==> config.mk <==
export PLATFORM = sky130hd
export DESIGN_NAME = cse_cell
export DESIGN_NICKNAME = d
export VERILOG_FILES = /design/src/design/cse_pkg.sv /design/src/design/cse_cell.sv
export SDC_FILE = /design/constraint.sdc
export NUM_CORES = 1
export LEC_CHECK = 0
export ABC_AREA = 1
export BUFFER_PORTS_ARGS = -buffer_cell sky130_fd_sc_hd__buf_2
export CAP_MARGIN = 20
export CORE_ASPECT_RATIO = 1.4
export CORE_MARGIN = 2
export CORE_UTILIZATION = 35
export DETAILED_ROUTE_END_ITERATION = 8
export GPL_TIMING_DRIVEN = 0
export SLEW_MARGIN = 20
export SYNTH_ARGS = -nofsm -noshare
export SYNTH_HDL_FRONTEND = slang
export SYNTH_SLANG_ARGS = --single-unit
==> constraint.sdc <==
create_clock -name clk -period 3.12 [get_ports clk]
set_input_delay 0.156 -clock clk [delete_from_list [all_inputs] [get_ports clk]]
set_output_delay 0.156 -clock clk [all_outputs]
set_load 0.02 [all_outputs]
==> src/design/cse_pkg.sv <==
// cse_pkg: shared constants and types for the cycle sort engine
// no dependencies
package cse_pkg;

  localparam int MAX_ELEMENTS = 64;
  localparam int DATA_W = 32;

  typedef logic signed [DATA_W-1:0] data_t;

  typedef struct packed {
    logic  insert;
    logic  shift;
    data_t key;
  } cse_ctrl_t;

  localparam logic ST_COLLECT = 1'b0;
  localparam logic ST_EMIT    = 1'b1;

endpackage

==> src/design/cse_cell.sv <==
// cse_cell: one slot of the sorting chain, keeps its value ordered against its neighbors
// depends on cse_pkg
module cse_cell import cse_pkg::*; (
  input  logic      clk,
  input  logic      rst,
  input  cse_ctrl_t ctrl,
  input  data_t     left_val,
  input  logic      left_occ,
  input  logic      left_gt,
  input  data_t     right_val,
  input  logic      right_occ,
  output data_t     val,
  output logic      occ,
  output logic      gt
);

  // empty slot acts as plus infinity
  assign gt = !occ || ($signed(ctrl.key) < $signed(val));

  always_ff @(posedge clk) begin
    if (ctrl.insert && gt) begin
      val <= left_gt ? left_val : ctrl.key;
    end else if (ctrl.shift) begin
      val <= right_val;
    end
  end

  always_ff @(posedge clk) begin
    if (rst) begin
      occ <= 1'b0;
    end else if (ctrl.insert) begin
      occ <= occ | left_occ;
    end else if (ctrl.shift) begin
      occ <= right_occ;
    end
  end

endmodule

=== Word level (Yosys, flattened, before mapping) ===
Index checks and enable logic that the tools add are counted.

* Bits in registers: 33
* Latch bits: 0
* Memory bits (writable): 0
* Bits in read-only memories: 0
* Bits of input ports: 103
* Word-level logic and storage cells: 14
* Memories: 0

* Add/subtract/negate cells: 0
* $mul: 0
* Div/mod/pow operators: 0
* Magnitude comparators: 1
* Equality and inequality tests: 0
* Shift-type cells: 0
* Multiplexer cells: 5
* Bitwise gates (word level): 1
* Reduce and logical (&&, ||, !) cells: 5

{| class="wikitable"
|+ Operators by type and width
! operator !! number
|-
| 2-to-1 mux 32 bit || 3
|-
| less-than comparator 32 bit || 1
|-
| nonzero test 2 bit || 2
|-
| 2-to-1 mux 1 bit || 2
|-
| logical AND 1 bit || 1
|-
| zero test 1 bit || 1
|-
| logical OR 1 bit || 1
|-
| bitwise OR 1 bit || 1
|}

=== Longest topological paths before layout ===
Gate-level depths: netlist of run 1.

* Depth after elaboration: 4
* Mapped depth: 18
* Mapped depth without buffers: 17

=== Least setup slack after synthesis of run 1 ===
No wires, ideal clock.

* Kind: reg2reg
* From: register val[31]
* To: register val[0] (enable)
* Arrival time: 2.439 ns
* Required time: 2.731 ns
* Slack: 0.291 ns
* Cell stages (with the launch flop): 14
* Path buffers: 1
* Period minus slack after synthesis: 2.829 ns
* Cells stage by stage: edfxtp_1 inv_1 ha_1 nand4_1 inv_1 nand4_1 a21oi_1 nor2_1 nand2_1 nand2_1 nand3_4 nand2_4 buf_6 nand2_1

* Cells in the longest elaborated chain, start to end: 4

{| class="wikitable"
|+ RTL lines
! what !! line !! text
|-
| start, declared || cse_cell.sv:12 || <nowiki>output data_t val,</nowiki>
|-
| start signal, assigned || cse_cell.sv:22 || <nowiki>val <= left_gt ? left_val : ctrl.key;</nowiki>
|-
| start signal, assigned || cse_cell.sv:24 || <nowiki>val <= right_val;</nowiki>
|-
| less-than comparator 32 bit || cse_cell.sv:18 || <nowiki>assign gt = !occ || ($signed(ctrl.key) < $signed(val));</nowiki>
|-
| logical OR 1 bit || cse_cell.sv:18 ||
|-
| logical AND 1 bit || cse_cell.sv:21 || <nowiki>if (ctrl.insert && gt) begin</nowiki>
|-
| nonzero test 2 bit (no line) || - ||
|}

Every way passes these cells.
A chain may end at the register's enable or synchronous reset.

=== Worst setup path after layout of run 1 ===
* From: register val[31]
* To: register val[21] (enable)

The elaborated chain is that of the path after synthesis.

==> results.ini, run 1 <==
[worst_setup_path]
max_stage_delay_ns=0.36
r2r-end=val[21]
required_ns=3.12
slowest_stage=ha_1
path_delay_family=simple AND/OR/NAND/NOR gates
crit_buf_inv=4
critPathLaunch=val[31]
r2r_slack_ns=0.40
path_max_fanout=19
r2r_cells=14
cp-start-kind=flip-flop
timing.rr.start=val[31]
crit_chain=inv_1, ha_1, nand4_1, inv_1, nand4_1, a21oi_1, nor2_1, nand2_1, nand2_1, nand3_4, nand2_4, buf_6, nand2_2, buf_16
critical_path_class=reg -> reg
crit_arrival_ns=2.72
endpoint_kind=flip-flop

[cts]
cts_made_buffers=5
clock-sinks=33
tritoncts=built
clk_pin_slew_ns=0.07
htreeDepth=2
post_cts_buffers=0
ctsResizeCount=0
clock_path_buffers=2
ctsRootBufferMaster=clkbuf_8
worst_skew_pair.late_latency_ns=0.30
holdBufCountCts=0

[global_routing]
grt_pass1_wl_mm=11.8
grt.busiest_layer=met2
antenna_found_initial=1
use_met3=0.0459
grt-ovfl-total=0
use_met1=0.205
grt_pass1_vias=2582
track_usage=0.179
use_met2=0.320
grt_max_degree=20

[sta]
min_period_over_period=0.872
slew_violations=0
setup_viol=0
final.min_clock_period_ns=2.72
worst_slack_ns=0.400
finClkSkew_ns=0.0109
hold_viol_final=0
rsz0062_at_grt=no
tightest_slew_ns=0.657
hold_ws_ns=0.0236
fmax_mhz=368
slew_headroom=0.562
fin_setup_tns_ns=0

[final_layout]
final_util=0.475
fin_nets=593
mostFrequentLayoutCells=buf_2 (135), nand2_1 (92), inv_1 (42)
multi_input_area_um2=1490
drive_gt1_frac=0.398
area_growth_pct=33.5
ff_latch_area_um2=981
layout_commonest_cell=buf_2
fillers=780

[synthesis]
synth_area_um2=2710
syn_nets=451
synth_cell_types=23
seq_area_frac_synth=0.362
synth.avg_cell_area_um2=8.55
synthCells=317
synth-seq-cells=33
yosys_warnings=0

[placed_design]
port-buffer-count=134
place_congestion=0.773
post-place-ws_ns=0.347
dp_hpwl_mm=5.87

[die]
rows=38
core-area_um2=7610
start_util=0.356
die_w_um=78.4
dieArea_um2=8470
io_pins=137
die_y_um=108

[detailed_routing]
via_per_inst=4.65
dr.pass1.iters=4
drt_iter0_drc=81
drc=0
wirelength_mm=7.43
via_count=2609
routedWlPerCell_um=13.2
ant_nets=0

[pwr]
peakVddDrop_mv=0.232
finalPower_w=0.00150
p_per_area_nw_per_um2=413
p_leak_nw=1.96

[min_path]
min-delay-start=rst
hold_end=occ
min_path_type=in -> reg
hold_depth=2

[run_status]
run_status=finished clean

[flow_run]
maxCapViolations=0

## cells by family after synthesis
group,share of synthesized area
compound gates,0.0471
fa+ha+maj,0.143
buf+inv,0.0905
flops,0.362
mux,0.129
simple gates,0.228
## worst max-delay path by stage
| stage | slack, ns | depth (start not counted) | to |
|---|---|---|---|
| 2_1_floorplan | 0.29 | 13 | val[0] |
| 3_3_place_gp | -0.28 | 13 | val[8] |
| 3_5_place_dp | 0.35 | 14 | val[15] |
| 4_1_cts | 0.33 | 14 | val[8] |
| 5_1_grt | 0.14 | 16 | val[10] |
| 6_report | 0.40 | 14 | val[21] |
## sequential cells by signal (all words and copies together), names as in the netlist
| signal | flops |
|---|---|
| occ | 1 |
| val | 32 |
## routing by layer
| metal | up-vias | share of wire | routed length [um] |
|---|---|---|---|
| met3 | 9 | 0.066 | 494 |
| met4 | 0 | 0.019 | 141 |
| met2 | 81 | 0.51 | 3770 |
| li1 | 1352 | - | - |
| met1 | 1167 | 0.41 | 3030 |
| met5 | - | 0 | 0 |
## per-stage QoR
stage          instances  cell area [um^2]
3_3_place_gp         551              3500
6_report             561              3620
4_1_cts              560              3610
2_1_floorplan        317              2710
3_5_place_dp         552              3530
5_1_grt              560              3610
## final cells by class
| cell class | instances | area share |
|---|---|---|
| multi-input combinational | 228 | 0.411 |
| sequential | 33 | 0.271 |
| clock buffer | 8 | 0.0221 |
| buffer | 14 | 0.0242 |
| inverter | 42 | 0.0436 |
| timing repair buffer | 135 | 0.193 |
| antenna | 1 | 0.000692 |
| tap | 100 | 0.0346 |
## where the power goes
group	switching, W	internal (W)	leakage, nW	total [W]
logic	0.000334	0.000241	1.58	0.000574
registers	0.0000290	0.000564	0.338	0.000593
clock network	0.000169	0.000159	0.0395	0.000328
total	0.000532	0.000964	1.96	0.00150
## cells in the mapped netlist
cell type	count	area share
clkbuf_1	7	0.0097
nand2_4	1	0.0042
buf_4	3	0.0083
nor3_1	2	0.0037
nand3_4	1	0.0065
o21a_1	1	0.0028
ha_1	31	0.14
buf_2	1	0.0018
nor2_1	7	0.0097
a21oi_1	16	0.030
dfxtp_1	1	0.0074
nor3_2	1	0.0037
a211oi_1	1	0.0028
buf_6	3	0.012
o21ai_0	5	0.0092
mux2_2	31	0.13
edfxtp_1	32	0.35
nand2_1	93	0.13
nand3_2	1	0.0037
o211ai_1	1	0.0028
inv_1	42	0.058
nand3_1	33	0.061
nand4_1	3	0.0069
Note: power is estimated with default switching activity, not from simulation.
==> inputs of run 2 (changes only) <==
REMOVE_ABC_BUFFERS = 1   (was unset)
==> results.ini, run 2 (synthesized netlist as in run 1, its figures left out) <==
[global_routing]
antenna_found_initial=0  ; -1
grt-ovfl-total=0  ; unchanged
grt_pass1_vias=2548  ; -1.3%
grt_max_degree=38  ; +90%
track_usage=0.180  ; +0.000653
grt_pass1_wl_mm=11.9  ; +1.2%

[sta]
hold_ws_ns=0.0353  ; +0.0117 ns
rsz0062_at_grt=no
tightest_slew_ns=0.828  ; +0.170 ns
final.min_clock_period_ns=2.67  ; -0.0515 ns
slew_violations=0  ; unchanged
slew_headroom=0.448  ; -0.114
hold_viol_final=0  ; unchanged
finClkSkew_ns=0.00694  ; -0.00392 ns
setup_viol=0  ; unchanged
min_period_over_period=0.855  ; -0.0165
fmax_mhz=375  ; +1.9%

[detailed_routing]
routedWlPerCell_um=13.3  ; +0.71%
drt_iter0_drc=106  ; +31%
via_per_inst=4.69  ; +0.79%
via_count=2592  ; -0.65%
drc=0  ; unchanged
ant_nets=0  ; unchanged
dr.pass1.iters=4  ; unchanged
wirelength_mm=7.38  ; -0.73%

[pwr]
p_int_w=0.000949  ; -1.5%
clkPwrFrac=0.210  ; -0.009
switchingPower_w=0.000533  ; +0.26%
seqPwrFrac=0.400  ; +0.003
p_leak_nw=1.95  ; -0.52%
p_per_area_nw_per_um2=412  ; -0.22%
finalPower_w=0.00148  ; -0.87%
p_comb_frac=0.390  ; +0.006
peakVddDrop_mv=0.189  ; -19%
switching_share=0.360  ; +0.00408

[die]
dieArea_um2=8470  ; unchanged
io_pins=137  ; unchanged
die_w_um=78.4  ; unchanged
start_util=0.356  ; unchanged
die_y_um=108  ; unchanged
rows=38  ; unchanged
core-area_um2=7610  ; unchanged

[final_layout]
mostFrequentLayoutCells=buf_2 (136), nand2_1 (92), inv_1 (42)
drive_gt1_frac=0.405  ; +0.00704
area_growth_pct=32.7
layout_commonest_cell=buf_2
top_regs=val: 32 flops, occ: 1 flops
fillers=768  ; -1.5%
fin_nets=586  ; -1.2%
largest_register_ffs=32  ; unchanged
final_util=0.472  ; -0.00312
regMostFlops=val
finalInstanceArea_um2=3590  ; -0.66%

[cts]
worst_skew_pair.late_latency_ns=0.28  ; -0.02 ns
htreeDepth=2  ; unchanged
clock_path_buffers=2  ; unchanged
clk_pin_slew_ns=0.07  ; about the same
holdBufCountCts=0  ; unchanged
ctsRootBufferMaster=clkbuf_8
clock-sinks=33  ; unchanged
tritoncts=built
cts_made_buffers=5  ; unchanged

[worst_setup_path]
path_delay_family=simple AND/OR/NAND/NOR gates
max_stage_delay_ns=0.38  ; +0.02 ns
timing.rr.start=val[31]
crit_chain=inv_1, ha_1, nand4_1, inv_1, nand4_1, a21oi_1, nor2_1, nand2_1, nand2_1, nand3_4, nand2_8, nand2_4, buf_16
slowest_stage=ha_1
path_max_fanout=17  ; -2
crit_arrival_ns=2.66  ; -0.06 ns
endpoint_kind=flip-flop
cp-start-kind=flip-flop
critPathLaunch=val[31]
required_ns=3.12  ; about the same
crit_buf_inv=3  ; -1
critical_path_class=reg -> reg

[placed_design]
port-buffer-count=136  ; +1.5%
dp_hpwl_mm=5.14  ; -12%
place_congestion=0.754  ; -2.4%
postPlaceCellArea_um2=3460  ; -2.2%

[min_path]
min_path_type=in -> reg
min-delay-start=rst

[flow_run]
maxCapViolations=0  ; unchanged

[run_status]
run_status=finished clean

[run 2: area by class of cell]
type | count | area [um^2] | area share
diodes | 1 | 2.50 | 0.000696
clock buffers | 6 | 72.6 | 0.0202
clock inverters | 1 | 3.75 | 0.00104
inverters | 42 | 158 | 0.0439
multi-input cells | 230 | 1520 | 0.423
flip-flops and latches | 33 | 981 | 0.273
well taps | 100 | 125 | 0.0348
repair buffers | 140 | 731 | 0.203
[run 2: through the flow]
stage	setup TNS, ns	setup slack (ns)	std cells
2_1_floorplan	0	0.00151	303
3_3_place_gp	-28.15	-0.881	539
3_5_place_dp	-5.89	-0.272	540
4_1_cts	0	0.0254	549
5_1_grt	0	0.176	552
6_report	0	0.451	553
[run 2: power by group through the flow]
stage                     clock network [W]  logic [W]  registers [W]
final                              0.000311   0.000579       0.000593
after global routing               0.000338   0.000660       0.000601
after CTS                          0.000323   0.000581       0.000594
after detailed placement                  0   0.000561       0.000602
after global placement                    0   0.000545       0.000601
after floorplan                           0   0.000264       0.000680
[run 2: worst register-to-register path, delay by kind of cell, from the launching register on]
kind / cells / cell delay [ns]
AOI/OAI and AO/OA: 1 / 0.15
adders and majority gates: 1 / 0.38
buffers and inverters: 3 / 0.33
DFF: 1 / 0.35
and+or+nand+nor: 8 / 1.17
[run 2: repair_timing]
action | 4_1_cts | 5_1_grt
gates resized for setup | 1 | 1
endpoints found under the hold margin | 0 | 0
endpoints found under the setup margin | 32 | 32
gates cloned | 2 | 0
setup buffers | 0 | 3
pin swaps | 1 | 1
[run 2: path summary, 6_finish.rpt]
check / end / slack [ns] / depth (start not counted)
setup / recovery: val[15] / 0.45 / 13
hold / removal: occ / 0.04 / 2
setup reg to reg: val[15] / 0.45 / 13
hold reg to reg: occ / 0.62 / 2
[run 2: routing by layer]
metal	GRT usage	share of wire	vias up	routed length, um
li1	-	-	1336	-
met1	0.201	0.40	1168	2950
met2	0.345	0.54	80	3960
met3	0.0275	0.048	8	353
met4	0.0576	0.015	0	114
met5	0	0	-	0
==> inputs of run 3 (changes only) <==
CELL_PAD_IN_SITES_DETAIL_PLACEMENT = 1   (was unset)
CELL_PAD_IN_SITES_GLOBAL_PLACEMENT = 1   (was unset)
CORE_UTILIZATION = 33   (was 35)
PLACE_DENSITY_LB_ADDON = 0.1   (was unset)
==> results.ini, run 3 (synthesized netlist as in run 1, its figures left out) <==
[run_status]
run_status=finished clean

[pwr]
p_leak_nw=1.96  ; +0.87%
peakVddDrop_mv=0.255  ; +35%
finalPower_w=0.00165  ; +11%
p_per_area_nw_per_um2=454  ; +10%

[cts]
ctsRootBufferMaster=clkbuf_16
cts_made_buffers=5  ; unchanged
holdBufCountCts=0  ; unchanged
htreeDepth=2  ; unchanged
worst_skew_pair.late_latency_ns=0.28  ; about the same
tritoncts=built
clock_path_buffers=2  ; unchanged
post_cts_buffers=0  ; unchanged
clk_pin_slew_ns=0.06  ; about the same
clock-sinks=33  ; unchanged

[placed_design]
dp_hpwl_mm=5.88  ; +14%
dp.cells=542  ; +0.37%
place_congestion=0.748  ; -0.80%
port-buffer-count=136  ; unchanged
post-place-ws_ns=-0.366  ; -0.0934 ns

[detailed_routing]
route.met3.wl_um=393  ; +11%
wl_met2_mm=4.59  ; +16%
wirelength_mm=8.32  ; +13%
via_per_inst=4.85  ; +3.5%
dr.pass1.iters=2  ; -2
ant_nets=0  ; unchanged
drc=0  ; unchanged
highest_layer=met4
via_count=2677  ; +3.3%
drt_iter0_drc=72  ; -32%
routedWlPerCell_um=15.1  ; +13%
wl_met1_mm=3.21  ; +8.8%

[global_routing]
grt_pass1_vias=2766  ; +8.6%
antenna_found_initial=0  ; unchanged
grt_pass1_wl_mm=13.1  ; +9.7%
grt-ovfl-total=0  ; unchanged
track_usage=0.191  ; +0.0114
grt_max_degree=38  ; unchanged

[final_layout]
fillers=1039  ; +35%
layout_commonest_cell=buf_2
top_regs=val: 32 flops, occ: 1 flops
mostFrequentLayoutCells=buf_2 (136), nand2_1 (92), inv_1 (42)
area_growth_pct=34.1
regMostFlops=val
drive_gt1_frac=0.402  ; -0.00265
fin_cells=552  ; -0.18%
largest_register_ffs=32  ; unchanged
antenna_cells=0  ; -1
fin_nets=583  ; -0.51%

[worst_setup_path]
cp-start-kind=flip-flop
required_ns=3.15  ; +0.03 ns
crit_arrival_ns=2.86  ; +0.20 ns
endpoint_kind=flip-flop
critical_path_class=reg -> reg
path_max_fanout=18  ; +1

[die]
start_util=0.336  ; -0.0196
die_y_um=111  ; +2.9%
die_w_um=80.6  ; +2.8%
core-area_um2=8050  ; +5.8%
rows=39  ; +2.6%
dieArea_um2=8960  ; +5.8%
io_pins=137  ; unchanged

[sta]
slew_violations=0  ; unchanged
hold_viol_final=0  ; unchanged
fmax_mhz=354  ; -5.5%
finClkSkew_ns=0.00573  ; -0.00121 ns
final.min_clock_period_ns=2.83  ; +0.157 ns
tightest_slew_ns=0.861  ; +0.0330 ns
rsz0062_at_grt=no
setup_viol=0  ; unchanged
min_period_over_period=0.906  ; +0.0503
slew_headroom=0.426  ; -0.0220
worst_slack_ns=0.295  ; -0.157 ns
hold_ws_ns=0.0398  ; +0.00451 ns
fin_setup_tns_ns=0  ; unchanged

[min_path]
min_path_type=in -> reg

[flow_run]
maxCapViolations=0  ; unchanged

[run 3: through the flow]
step | instance area (um^2) | utilization
floorplan | 2620 | -
global placement | 3430 | 0.426
detailed placement | 3460 | 0.430
CTS | 3630 | 0.451
global route | 3630 | 0.451
finish | 3630 | 0.451
[run 3: layout make-up]
| class | instances | area (um^2) | area share |
|---|---|---|---|
| clock buffer | 5 | 125 | 0.0344 |
| clock inverter | 3 | 12.5 | 0.00344 |
| inverter | 42 | 158 | 0.0434 |
| multi-input combinational | 230 | 1520 | 0.419 |
| sequential | 33 | 981 | 0.270 |
| tap | 102 | 128 | 0.0351 |
| timing repair buffer | 137 | 708 | 0.195 |
[run 3: path summary, 6_finish.rpt]
| path | from | end | slack [ns] | cells past startpoint |
|---|---|---|---|---|
| min reg2reg | occ | occ | 0.61 | 2 |
| max reg2reg | val[5] | val[23] | 0.29 | 15 |
| min | rst | occ | 0.04 | 2 |
| max | val[5] | val[23] | 0.29 | 15 |
[run 3: power by group]
part / internal, W / switching (W) / total, W
combinational: 0.000230 / 0.000353 / 0.000583
sequential: 0.000565 / 0.0000276 / 0.000592
clock: 0.000289 / 0.000186 / 0.000475
[run 3: metal layers]
metal / vias up / track usage
met5: - / 0
met4: 0 / 0.0531
met3: 8 / 0.0309
met2: 69 / 0.369
met1: 1270 / 0.207
li1: 1330 / -
[run 3: what timing repair did]
| item | CTS | global route |
|---|---|---|
| gates cloned | 2 | 0 |
| resized for setup | 1 | 1 |
| pin swaps | 1 | 0 |
| setup endpoints to repair | 32 | 32 |
[run 3: critical path: stages, from the launching register on]
cell and delay (ns):
edfxtp_1 0.38, inv_1 0.07, ha_1 0.24, a21oi_1 0.16, nor2_1 0.06, nor3_2 0.09, nand2_1 0.08, nand2_1 0.06
nand2_1 0.07, nand2_1 0.10, nand2_1 0.06, nand2_1 0.13, nand3_4 0.31, nand2_8 0.30, nand2_4 0.22, buf_16 0.23
